--- config.mk ---
export PLATFORM = sky130hd
export DESIGN_NAME = plas_front_flat
export DESIGN_NICKNAME = d
export VERILOG_FILES = /design/src/rtl/core/plas_pkg.sv /design/src/rtl/core/plas_req_if.sv /design/src/rtl/core/plas_front.sv /design/src/flat_wrapper.sv
export SDC_FILE = /design/constraint.sdc
export NUM_CORES = 1
export LEC_CHECK = 0
export BUFFER_PORTS_ARGS = -buffer_cell sky130_fd_sc_hd__buf_4
export CORE_MARGIN = 1
export CORE_UTILIZATION = 38
export CTS_CLUSTER_SIZE = 28
export DETAILED_ROUTE_END_ITERATION = 6
export GPL_TIMING_DRIVEN = 0
export HOLD_SLACK_MARGIN = 0.02
export SYNTH_ARGS = -nofsm -noshare
export SYNTH_HDL_FRONTEND = slang
export SYNTH_SLANG_ARGS = --single-unit
--- constraint.sdc ---
create_clock -name clk -period 10.4 [get_ports clk]
set_input_delay 1.04 -clock clk [delete_from_list [all_inputs] [get_ports clk]]
set_output_delay 1.04 -clock clk [all_outputs]
set_load 0.005 [all_outputs]
--- src/rtl/core/plas_pkg.sv ---
// polyline arc-length sampler: shared types and constants
// depends on nothing; used by all modules
package plas_pkg;

  localparam int COORD_W = 32;
  localparam int LEN_W   = 40;
  localparam int FRAC_T  = 24;
  localparam logic [LEN_W-1:0] LEN_MAX = '1;

  typedef enum logic [1:0] {
    OP_CLEAR     = 2'd0,
    OP_APPEND    = 2'd1,
    OP_OVERWRITE = 2'd2,
    OP_SAMPLE    = 2'd3
  } plas_op_t;

  typedef enum logic [1:0] {
    ST_OK        = 2'd0,
    ST_BAD_INDEX = 2'd1,
    ST_FULL      = 2'd2
  } plas_status_t;

  // element 0 is x, 1 is y, 2 is z
  typedef logic [2:0][COORD_W-1:0] plas_point_t;

  typedef struct packed {
    plas_op_t          op;
    logic [5:0]        idx;
    plas_point_t       pt;
    logic [LEN_W-1:0]  arc_dist;
  } plas_cmd_t;

endpackage

--- src/rtl/core/plas_req_if.sv ---
// request channel of the polyline sampler
// depends on nothing
interface plas_req_if;
  logic               valid;
  logic               ready;
  logic [1:0]         req_type;
  logic [5:0]         point_index;
  logic signed [31:0] in_x;
  logic signed [31:0] in_y;
  logic signed [31:0] in_z;
  logic signed [40:0] arc_distance;

  modport source (output valid, req_type, point_index, in_x, in_y, in_z, arc_distance,
                  input ready);
  modport sink   (input valid, req_type, point_index, in_x, in_y, in_z, arc_distance,
                  output ready);
endinterface

--- src/rtl/core/plas_front.sv ---
// front end: takes request words, decodes them and queues commands
// depends on plas_pkg and plas_req_if
module plas_front (
  input  logic                clk,
  input  logic                rst,
  plas_req_if.sink            req,
  output logic                cmd_valid,
  input  logic                cmd_ready,
  output plas_pkg::plas_cmd_t cmd
);

  plas_pkg::plas_cmd_t fifo [2];
  plas_pkg::plas_cmd_t dec;
  logic       wp, rp;
  logic [1:0] fill;
  logic       push, pop;

  assign req.ready = (fill != 2'd2);
  assign push      = req.valid && req.ready;
  assign cmd_valid = (fill != 2'd0);
  assign pop       = cmd_valid && cmd_ready;
  assign cmd       = fifo[rp];

  // negative distance clamps to zero
  always_comb begin
    dec.op       = plas_pkg::plas_op_t'(req.req_type);
    dec.idx      = req.point_index;
    dec.pt       = {req.in_z, req.in_y, req.in_x};
    dec.arc_dist = req.arc_distance[40] ? '0 : req.arc_distance[39:0];
  end

  always_ff @(posedge clk) begin
    if (push) fifo[wp] <= dec;
  end

  always_ff @(posedge clk) begin
    if (rst) begin
      wp   <= 1'b0;
      rp   <= 1'b0;
      fill <= 2'd0;
    end else begin
      if (push) wp <= ~wp;
      if (pop) rp <= ~rp;
      fill <= fill + 2'(push) - 2'(pop);
    end
  end

`ifndef SYNTHESIS
  a_fill_bound: assert property (@(posedge clk) disable iff (rst)
    (fill == 2'd2) |=> (fill != 2'd0) && (fill == 2'd2 || $past(pop)))
    else $error("queue fill out of step");
`endif

endmodule

--- src/flat_wrapper.sv ---
// flat-port wrapper written by rule: the top's interface ports become plain ports
module plas_front_flat 
  (clk, rst, cmd_valid, cmd_ready, cmd, req_valid, req_req_type, req_point_index, req_in_x, req_in_y, req_in_z, req_arc_distance, req_ready);
  plas_req_if req_i ();
  input  logic clk;
  input  logic rst;
  output logic cmd_valid;
  input  logic cmd_ready;
  output plas_pkg::plas_cmd_t cmd;
  input wire logic [$bits(req_i.valid)-1:0] req_valid;
  input wire logic [$bits(req_i.req_type)-1:0] req_req_type;
  input wire logic [$bits(req_i.point_index)-1:0] req_point_index;
  input wire logic [$bits(req_i.in_x)-1:0] req_in_x;
  input wire logic [$bits(req_i.in_y)-1:0] req_in_y;
  input wire logic [$bits(req_i.in_z)-1:0] req_in_z;
  input wire logic [$bits(req_i.arc_distance)-1:0] req_arc_distance;
  output wire logic [$bits(req_i.ready)-1:0] req_ready;
  assign req_i.valid = req_valid;
  assign req_i.req_type = req_req_type;
  assign req_i.point_index = req_point_index;
  assign req_i.in_x = req_in_x;
  assign req_i.in_y = req_in_y;
  assign req_i.in_z = req_in_z;
  assign req_i.arc_distance = req_arc_distance;
  assign req_ready = req_i.ready;
  plas_front u_core (.clk(clk), .rst(rst), .req(req_i), .cmd_valid(cmd_valid), .cmd_ready(cmd_ready), .cmd(cmd));
endmodule
==> results.txt, run 1 <==
----------------------------------------------------
[CTS]
  Count of hold buffers inserted by post-cts repair ... 0
  Largest buffer count on any clock path ... 3
  Count of H-tree levels built during CTS ... 1
  Post-cts resize count ... 0
  Clock tree from TritonCTS ... built
  Clock-pin slew of the registers on the worst-case setup and hold paths ... 0.06 ns
  Root buffer cell ... sky130_fd_sc_hd__clkbuf_16
  Clock sink total ... slightly below 300
  Post-CTS setup-driven buffer insertion count ... 0
  CTS Buf Count ... 31
  Worst skew pair latency ... 0.55 ns

[Min path]
  HP Class ... reg -> reg

[Power and ir drop]
  Part of the total power dissipated in the clock network ... between 30% and 40%
  Cell internal power dissipation ... around 0.0028 W
  Power share of the combinational group ... 27.0%
  Leakage ... between 5 and 6 nW
  Fraction of power consumed by sequential logic ... a little over two fifths
  Switching power total ... roughly 0.00087 W
  Worst-case vdd ir drop ... about 140 µV
  P per Cell Area ... 242 nW/µm²
  Switching Share ... 24.0%

[Routing]
  Router iterations before antenna repair ... 4
  Routed via count ... 5719
  Antenna Nets Post-Route ... 0
  Total routed wirelength ... 21500 µm
  Residual DRC count ... 0
  DRC violation total after the first TritonRoute iteration ... 271
  DR vias/cell ... 4.53
  Average wire length per cell after detail routing ... approximately 17 µm

[Timing]
  Final setup margin ... approximately 7.5 ns
  Worst hold slack ... between 0.5 and 0.6 ns
  Final number of max-transition violations ... 0
  Headroom to the max-slew limit ... 53.1%
  RSZ-0062 raised after global routing ... no
  Highest achievable clock rate ... approximately 340 MHz
  Worst slew pin tran ... between 0.7 and 0.8 ns
  Final setup skew ... ~0.020 ns
  Number of endpoints with negative hold slack in the final report ... 0
  Minimum clock period ... between 2 and 3 ns
  Fraction of the cycle the final worst path needs ... between 20% and 30%
  Count of endpoints failing setup in the final report ... 0

[Finish]
  Filler instances ... approximately 2300
  Cell area after layout ... between 15000 and 20000 µm²
  Final Instance Count excl. Fillers ... ~1300
  Net count, final ... 1004
  Antenna fix cells ... 0
  Layout overhead on the synthesized area ... 35.5%
  Layout Utilization ... a little over half
  Most common cell after layout, fill and taps aside ... sky130_fd_sc_hd__buf_4
  Share of post-route cells with drive strength above 1 ... just under 60%
  Highest-count cells in the layout ignoring fill and taps ... 293 x sky130_fd_sc_hd__buf_4, 288 x sky130_fd_sc_hd__edfxtp_1, 84 x sky130_fd_sc_hd__mux2_2

[Logic synthesis]
  Average footprint of a synthesized cell ... around 21 µm²
  Number of warnings printed during yosys synthesis ... 0
  Synth Register Bits ... between 200 and 300
  Post-Syn Instances ... between 500 and 600
  Ranking of synthesized cells by area ... sky130_fd_sc_hd__edfxtp_1 78%, sky130_fd_sc_hd__mux2_2 8.5%, sky130_fd_sc_hd__mux2_4 8.1%
  Post-synthesis instance area ... approximately 11000 µm²
  Largest area contributor in the netlist ... sky130_fd_sc_hd__edfxtp_1
  Cell variety after synth ... 21
  Top-area cell type share of the netlist area ... between 70 and 80%
  Post-synth net total ... between 600 and 700
  Share of the yosys chip area belonging to registers ... about four fifths

[Setup path]
  Path type of the worst setup path ... reg -> out
  Data arrival, critical path ... roughly 1.9 ns
  Endpoint required time on the critical path ... 9.36 ns
  Critical path capture point type ... primary output
  Largest fanout on the critical path ... 10
  Startpoint type of the worst setup path ... register

[Job]
  Maximum capacitance violations ... 0

[GRT]
  Largest net degree at the start of global routing ... 53
  Number of global-route vias before repair ... 5869
  Initial antenna violation count ... 0
  Overall fraction of global-route tracks in use ... around 14%
  Wire length of the first global-routing pass ... around 33000 µm
  Total congestion overflow ... 0

[Placement]
  Pre-CTS WS ... about 7.6 ns
  Number of cells in the design after placement ... ~1200
  DP HPWL ... between 10000 and 15000 µm
  Count of input and output buffers ... between 200 and 300
  Placement-stage cell area ... ~14000 µm²
  Weighted congestion at the end of routability-driven global placement ... slightly above 0.7

[Floorplanning]
  Core Footprint ... 28800 µm²
  Die W ... about 170 µm
  Die outline area ... 30000 µm²
  Placement row count ... between 60 and 70
  Starting density of the core ... approximately two fifths
  Vert. Die Dim ... between 150 and 200 µm
  I/O pin count ... between 200 and 300

[Outcome]
  Status ... completed

----------------------------------------------------
[cell usage after synthesis (all sizes together)]
cell / instances
nor2: 4
nor2b: 42
buf: 16
and2: 2
xor2: 1
nor3: 1
inv: 2
o21a: 1
mux2: 144
xnor2: 1
clkbuf: 4
o21ai: 1
nand3: 1
dfxtp: 5
and3: 1
nand2b: 2
ha: 2
or2: 1
edfxtp: 288
[worst paths after layout]
check        depth (start not counted)                            end                 startpoint  slack [ns]
max                                  5                       cmd[129]                   register        7.47
min reg2reg                          2                       register     u_core.rp$_SDFFE_PP0P_        0.52
min                                  2                       register     u_core.rp$_SDFFE_PP0P_        0.52
max reg2reg                          6  u_core.fifo[0][127]$_DFFE_PP_  u_core.fill[0]$_SDFF_PP0_        8.15
[power groups by stage]
stage,combinational (W),sequential (W),clock [W]
after floorplan,0.000505,0.00158,0
after global placement,0.000965,0.00162,0
after detailed placement,0.00101,0.00156,0
after CTS,0.00101,0.00153,0.00116
after global routing,0.00106,0.00155,0.00120
final,0.000985,0.00153,0.00113
[cell type report]
type                    instances  area [µm²]  share of cell area (%)
plain buffers                  20         145                   0.963
flip-flops and latches        293        8750                    58.0
well taps                     384         480                    3.19
repair buffers                301        2400                    15.9
inverters                       2        7.51                  0.0498
clock buffers                  37         798                    5.30
clock inverters                21         258                    1.71
multi-input cells             204        2240                    14.9
[cell families (layout without fill, tap and decap cells)]
| family | after synthesis | after routing | share of synthesized area, % |
|---|---|---|---|
| flops | 293 | 293 | 78.6 |
| fa+ha+maj | 2 | 2 | 0.225 |
| compound gates | 2 | 2 | 0.112 |
| mux | 144 | 144 | 16.6 |
| xor+xnor | 2 | 2 | 0.157 |
| simple gates | 54 | 54 | 2.92 |
| buf+inv | 22 | 381 | 1.37 |
[critical path, stage by stage, from the launching register on]
cell and delay (ns):
sky130_fd_sc_hd__dfxtp_1 0.32, sky130_fd_sc_hd__buf_6 0.16, sky130_fd_sc_hd__buf_6 0.19, sky130_fd_sc_hd__buf_6 0.20
sky130_fd_sc_hd__mux2_4 0.32, sky130_fd_sc_hd__buf_4 0.13
[per-stage QoR]
stage / setup TNS, ns / total power [W]
2_1_floorplan: 0 / 0.00209
5_1_grt: 0 / 0.00381
6_report: 0 / 0.00364
3_5_place_dp: 0 / 0.00256
4_1_cts: 0 / 0.00370
3_3_place_gp: -311.90 / 0.00258
[registers in the layout (all words and copies together), names as in the netlist, named ones only]
register and flops:
u_core.wp 1, u_core.fill 2, u_core.fifo 288, u_core.rp 1
[per-layer routing]
layer,global-route usage [%],vias up,wire length [µm]
li1,-,2693,-
met1,18.3,2802,9160
met2,23.3,197,10400
met3,4.02,27,1630
met4,3.28,0,340
met5,0,-,0
(Power assumes the default switching activity.)
==> inputs of run 2 (changes only) <==
--- a/config.mk
+++ b/config.mk
@@ -5,6 +5,7 @@
 export SDC_FILE = /design/constraint.sdc
 export NUM_CORES = 1
 export LEC_CHECK = 0
+export ABC_AREA = 1
 export BUFFER_PORTS_ARGS = -buffer_cell sky130_fd_sc_hd__buf_4
 export CORE_MARGIN = 1
 export CORE_UTILIZATION = 38
==> constraint.sdc (replaced) <==
create_clock -name clk -period 2.7 [get_ports clk]
set_input_delay 0.27 -clock clk [delete_from_list [all_inputs] [get_ports clk]]
set_output_delay 0.27 -clock clk [all_outputs]
set_load 0.005 [all_outputs]
==> results.txt, run 2 <==
----------------------------------------------------
[Outcome]
  Status ... completed

[Logic synthesis]
  Ranking of synthesized cells by area ... sky130_fd_sc_hd__edfxtp_1 77%, sky130_fd_sc_hd__mux2_2 8.5%, sky130_fd_sc_hd__mux2_4 8.0%
  Top-area cell type share of the netlist area ... slightly below 80%
  Synth Register Bits ... 293
  Post-synth net total ... approximately 720
  Most frequent cell after synthesis ... sky130_fd_sc_hd__edfxtp_1
  Share of synthesized area spent on multiplexers ... between 15 and 20%
  Average footprint of a synthesized cell ... around 20 µm²
  Synth Area in XOR/XNOR ... 0%
  Largest area contributor in the netlist ... sky130_fd_sc_hd__edfxtp_1
  Most used DFF post-synth ... sky130_fd_sc_hd__edfxtp_1
  Fraction of the mapped netlist area in adder cells ... 0.224%
  Post-synthesis instance area ... around 11000 µm²
  Post-synthesis share of cell area spent on and, or, nand and nor gates ... under 10%
  Fraction of the mapped netlist area in compound gates ... less than 1%
  Number of warnings printed during yosys synthesis ... 0
  Ys async rst share ... 0%
  Share of the yosys chip area belonging to registers ... between 70% and 80%
  Main combinational cell family by area after synthesis ... multiplexers
  Count of flip-flops with a built-in enable after synthesis ... about 290
  Most frequent cells after synthesis ... 288 x sky130_fd_sc_hd__edfxtp_1, 84 x sky130_fd_sc_hd__mux2_2, 60 x sky130_fd_sc_hd__mux2_4
  Cell variety after synth ... 13
  Post-Syn Instances ... roughly 570

[Routing]
  Router iterations before antenna repair ... 4
  Residual DRC count ... 0
  Total routed wirelength ... 23000 µm
  Routed via count ... roughly 6300
  Average wire length per cell after detail routing ... between 15 and 20 µm
  DRC violation total after the first TritonRoute iteration ... approximately 250
  Antenna Nets Post-Route ... 0
  DR vias/cell ... 4.45

[Floorplanning]
  Die W ... between 150 and 200 µm
  I/O pin count ... between 200 and 300
  Starting density of the core ... between 30% and 40%
  Placement row count ... 62
  Die outline area ... between 30000 and 40000 µm²
  Core Footprint ... between 20000 and 30000 µm²
  Vert. Die Dim ... ~170 µm

[Finish]
  Largest regs ... u_core.fifo (288), u_core.fill (2)
  Highest-count cells in the layout ignoring fill and taps ... 293 x sky130_fd_sc_hd__buf_4, 288 x sky130_fd_sc_hd__edfxtp_1, 108 x sky130_fd_sc_hd__dlygate4sd3_1
  Most common cell after layout, fill and taps aside ... sky130_fd_sc_hd__buf_4
  Area taken by flip-flops and latches ... roughly 9000 µm²
  Largest register by flop count ... u_core.fifo
  Share of post-route cells with drive strength above 1 ... approximately 49%
  Combined area of the multi-input logic cells ... about 2100 µm²
  Layout overhead on the synthesized area ... 44.3%
  Filler instances ... 2359
  Largest register FFs ... between 200 and 300
  Net count, final ... around 1200
  Layout Utilization ... 56.0%

[CTS]
  Clock sink total ... just under 300
  Largest buffer count on any clock path ... 3
  Root buffer cell ... sky130_fd_sc_hd__clkbuf_16
  Post-cts resize count ... 0
  Count of H-tree levels built during CTS ... 1
  Clock-pin slew of the registers on the worst-case setup and hold paths ... around 0.06 ns
  Worst skew pair latency ... between 0.5 and 0.6 ns
  Clock tree from TritonCTS ... built
  CTS Buf Count ... 31

[GRT]
  Largest net degree at the start of global routing ... 36
  Wire length of the first global-routing pass ... about 36000 µm
  Initial antenna violation count ... 1
  Total congestion overflow ... 0
  Overall fraction of global-route tracks in use ... 15.1%
  Number of global-route vias before repair ... between 6000 and 7000

[Timing]
  Highest achievable clock rate ... 466 MHz
  Minimum clock period ... between 2 and 2.5 ns
  RSZ-0062 raised after global routing ... no
  Headroom to the max-slew limit ... about 55%
  Count of endpoints failing setup in the final report ... 0
  Number of endpoints with negative hold slack in the final report ... 0
  Final number of max-transition violations ... 0
  Worst hold slack ... slightly below 0.05 ns
  Fraction of the cycle the final worst path needs ... 79.5%
  Final setup skew ... ~0.017 ns
  Summed negative setup slack over all endpoints ... 0 ns
  Worst slew pin tran ... 0.676 ns

[Setup path]
  Worst-case register-to-register setup slack ... ~0.67 ns
  Startpoint of the most critical register-to-register path ... u_core.fill[0]$_SDFF_PP0_
  Data arrival, critical path ... 1.88 ns
  Startpoint type of the worst setup path ... register
  Endpoint required time on the critical path ... around 2.4 ns
  End point of the critical path ... cmd[112]
  Critical path capture point type ... primary output
  Reg2Reg Capture Point ... u_core.fifo[1][99]$_DFFE_PP_
  Path type of the worst setup path ... reg -> out
  Depth of the most critical reg-to-reg path ... 6
  Largest fanout on the critical path ... 10

[Power and ir drop]
  P per Cell Area ... 842 nW/µm²
  Worst-case vdd ir drop ... roughly 550 µV
  Leakage ... between 6 and 7 nW

[Min path]
  HP Class ... in -> reg

[Placement]
  Count of input and output buffers ... around 290
  Weighted congestion at the end of routability-driven global placement ... 0.724
  DP HPWL ... 15500 µm

[Job]
  Maximum capacitance violations ... 0

----------------------------------------------------
[run 2: cell count changes after synthesis, sizes merged, moves of 2 or more]
cell / previous run / this run
inv: 2 / 50
nand2: 0 / 8
nor2b: 42 / 0
a21oi: 0 / 2
nor2: 4 / 49
nand3: 1 / 3
and2: 2 / 0
nand2b: 2 / 0
[run 2: cell families (layout without fill, tap and decap cells)]
| group | after synthesis | count (layout) |
|---|---|---|
| buf+inv | 70 | 537 |
| compound gates | 2 | 2 |
| mux | 144 | 144 |
| flops | 293 | 293 |
| simple gates | 60 | 60 |
| fa+ha+maj | 2 | 2 |
| other cells | 0 | 1 |
[run 2: power breakdown]
part | internal, W | leakage [nW] | switching (W)
clock network | 0.00229 | 0.443 | 0.00159
registers | 0.00582 | 2.75 | 0.000152
logic | 0.00215 | 3.20 | 0.00159
[run 2: worst min-delay path by stage]
stage	startpoint	end	slack, ns	cells past startpoint
6_report	cmd_ready	register	0.05	4
5_1_grt	cmd_ready	u_core.rp$_SDFFE_PP0P_	0.03	4
4_1_cts	cmd_ready	register	0.02	4
3_5_place_dp	rst	u_core.fill[0]$_SDFF_PP0_	0.44	2
3_3_place_gp	rst	u_core.fill[0]$_SDFF_PP0_	0.43	2
2_1_floorplan	rst	u_core.fill[0]$_SDFF_PP0_	0.33	1
[run 2: per-layer routing]
| metal | part of all wire (%) | vias to the layer above | track usage (%) |
|---|---|---|---|
| met4 | 2.0 | 0 | 3.51 |
| met5 | 0 | - | 0 |
| met2 | 50 | 224 | 26.2 |
| met3 | 7.7 | 35 | 4.23 |
| met1 | 41 | 3053 | 18.7 |
| li1 | - | 3017 | - |
[run 2: stage by stage]
step                std cells  total power, W  area [µm²]  setup WS (ns)
floorplan                 571         0.00790       11200         -0.349
global placement         1248         0.00963       13900          -1.91
detailed placement       1258         0.00975       14100          0.625
CTS                      1422          0.0138       16100          0.475
global route             1423          0.0142       16200          0.437
finish                   1423          0.0136       16200          0.553
[run 2: worst max-delay path: stages, from the launching register on]
cell                      delay [ns]
sky130_fd_sc_hd__dfxtp_1        0.32
sky130_fd_sc_hd__buf_6          0.15
sky130_fd_sc_hd__buf_6          0.20
sky130_fd_sc_hd__buf_6          0.21
sky130_fd_sc_hd__mux2_4         0.32
sky130_fd_sc_hd__buf_4          0.13
[run 2: layout make-up]
type | count | area share [%]
repair buffers | 411 | 21.7
inverters | 50 | 1.19
clock buffers | 43 | 5.08
diodes | 1 | 0.0155
well taps | 384 | 2.97
clock inverters | 13 | 0.682
flip-flops and latches | 293 | 54.2
multi-input cells | 208 | 13.2
plain buffers | 20 | 0.899
[run 2: what timing repair did]
action / 4_1_cts / 5_1_grt
endpoints found under the hold margin: 215 / 0
hold buffers: 108 / 0
buffers inserted: 0 / 0
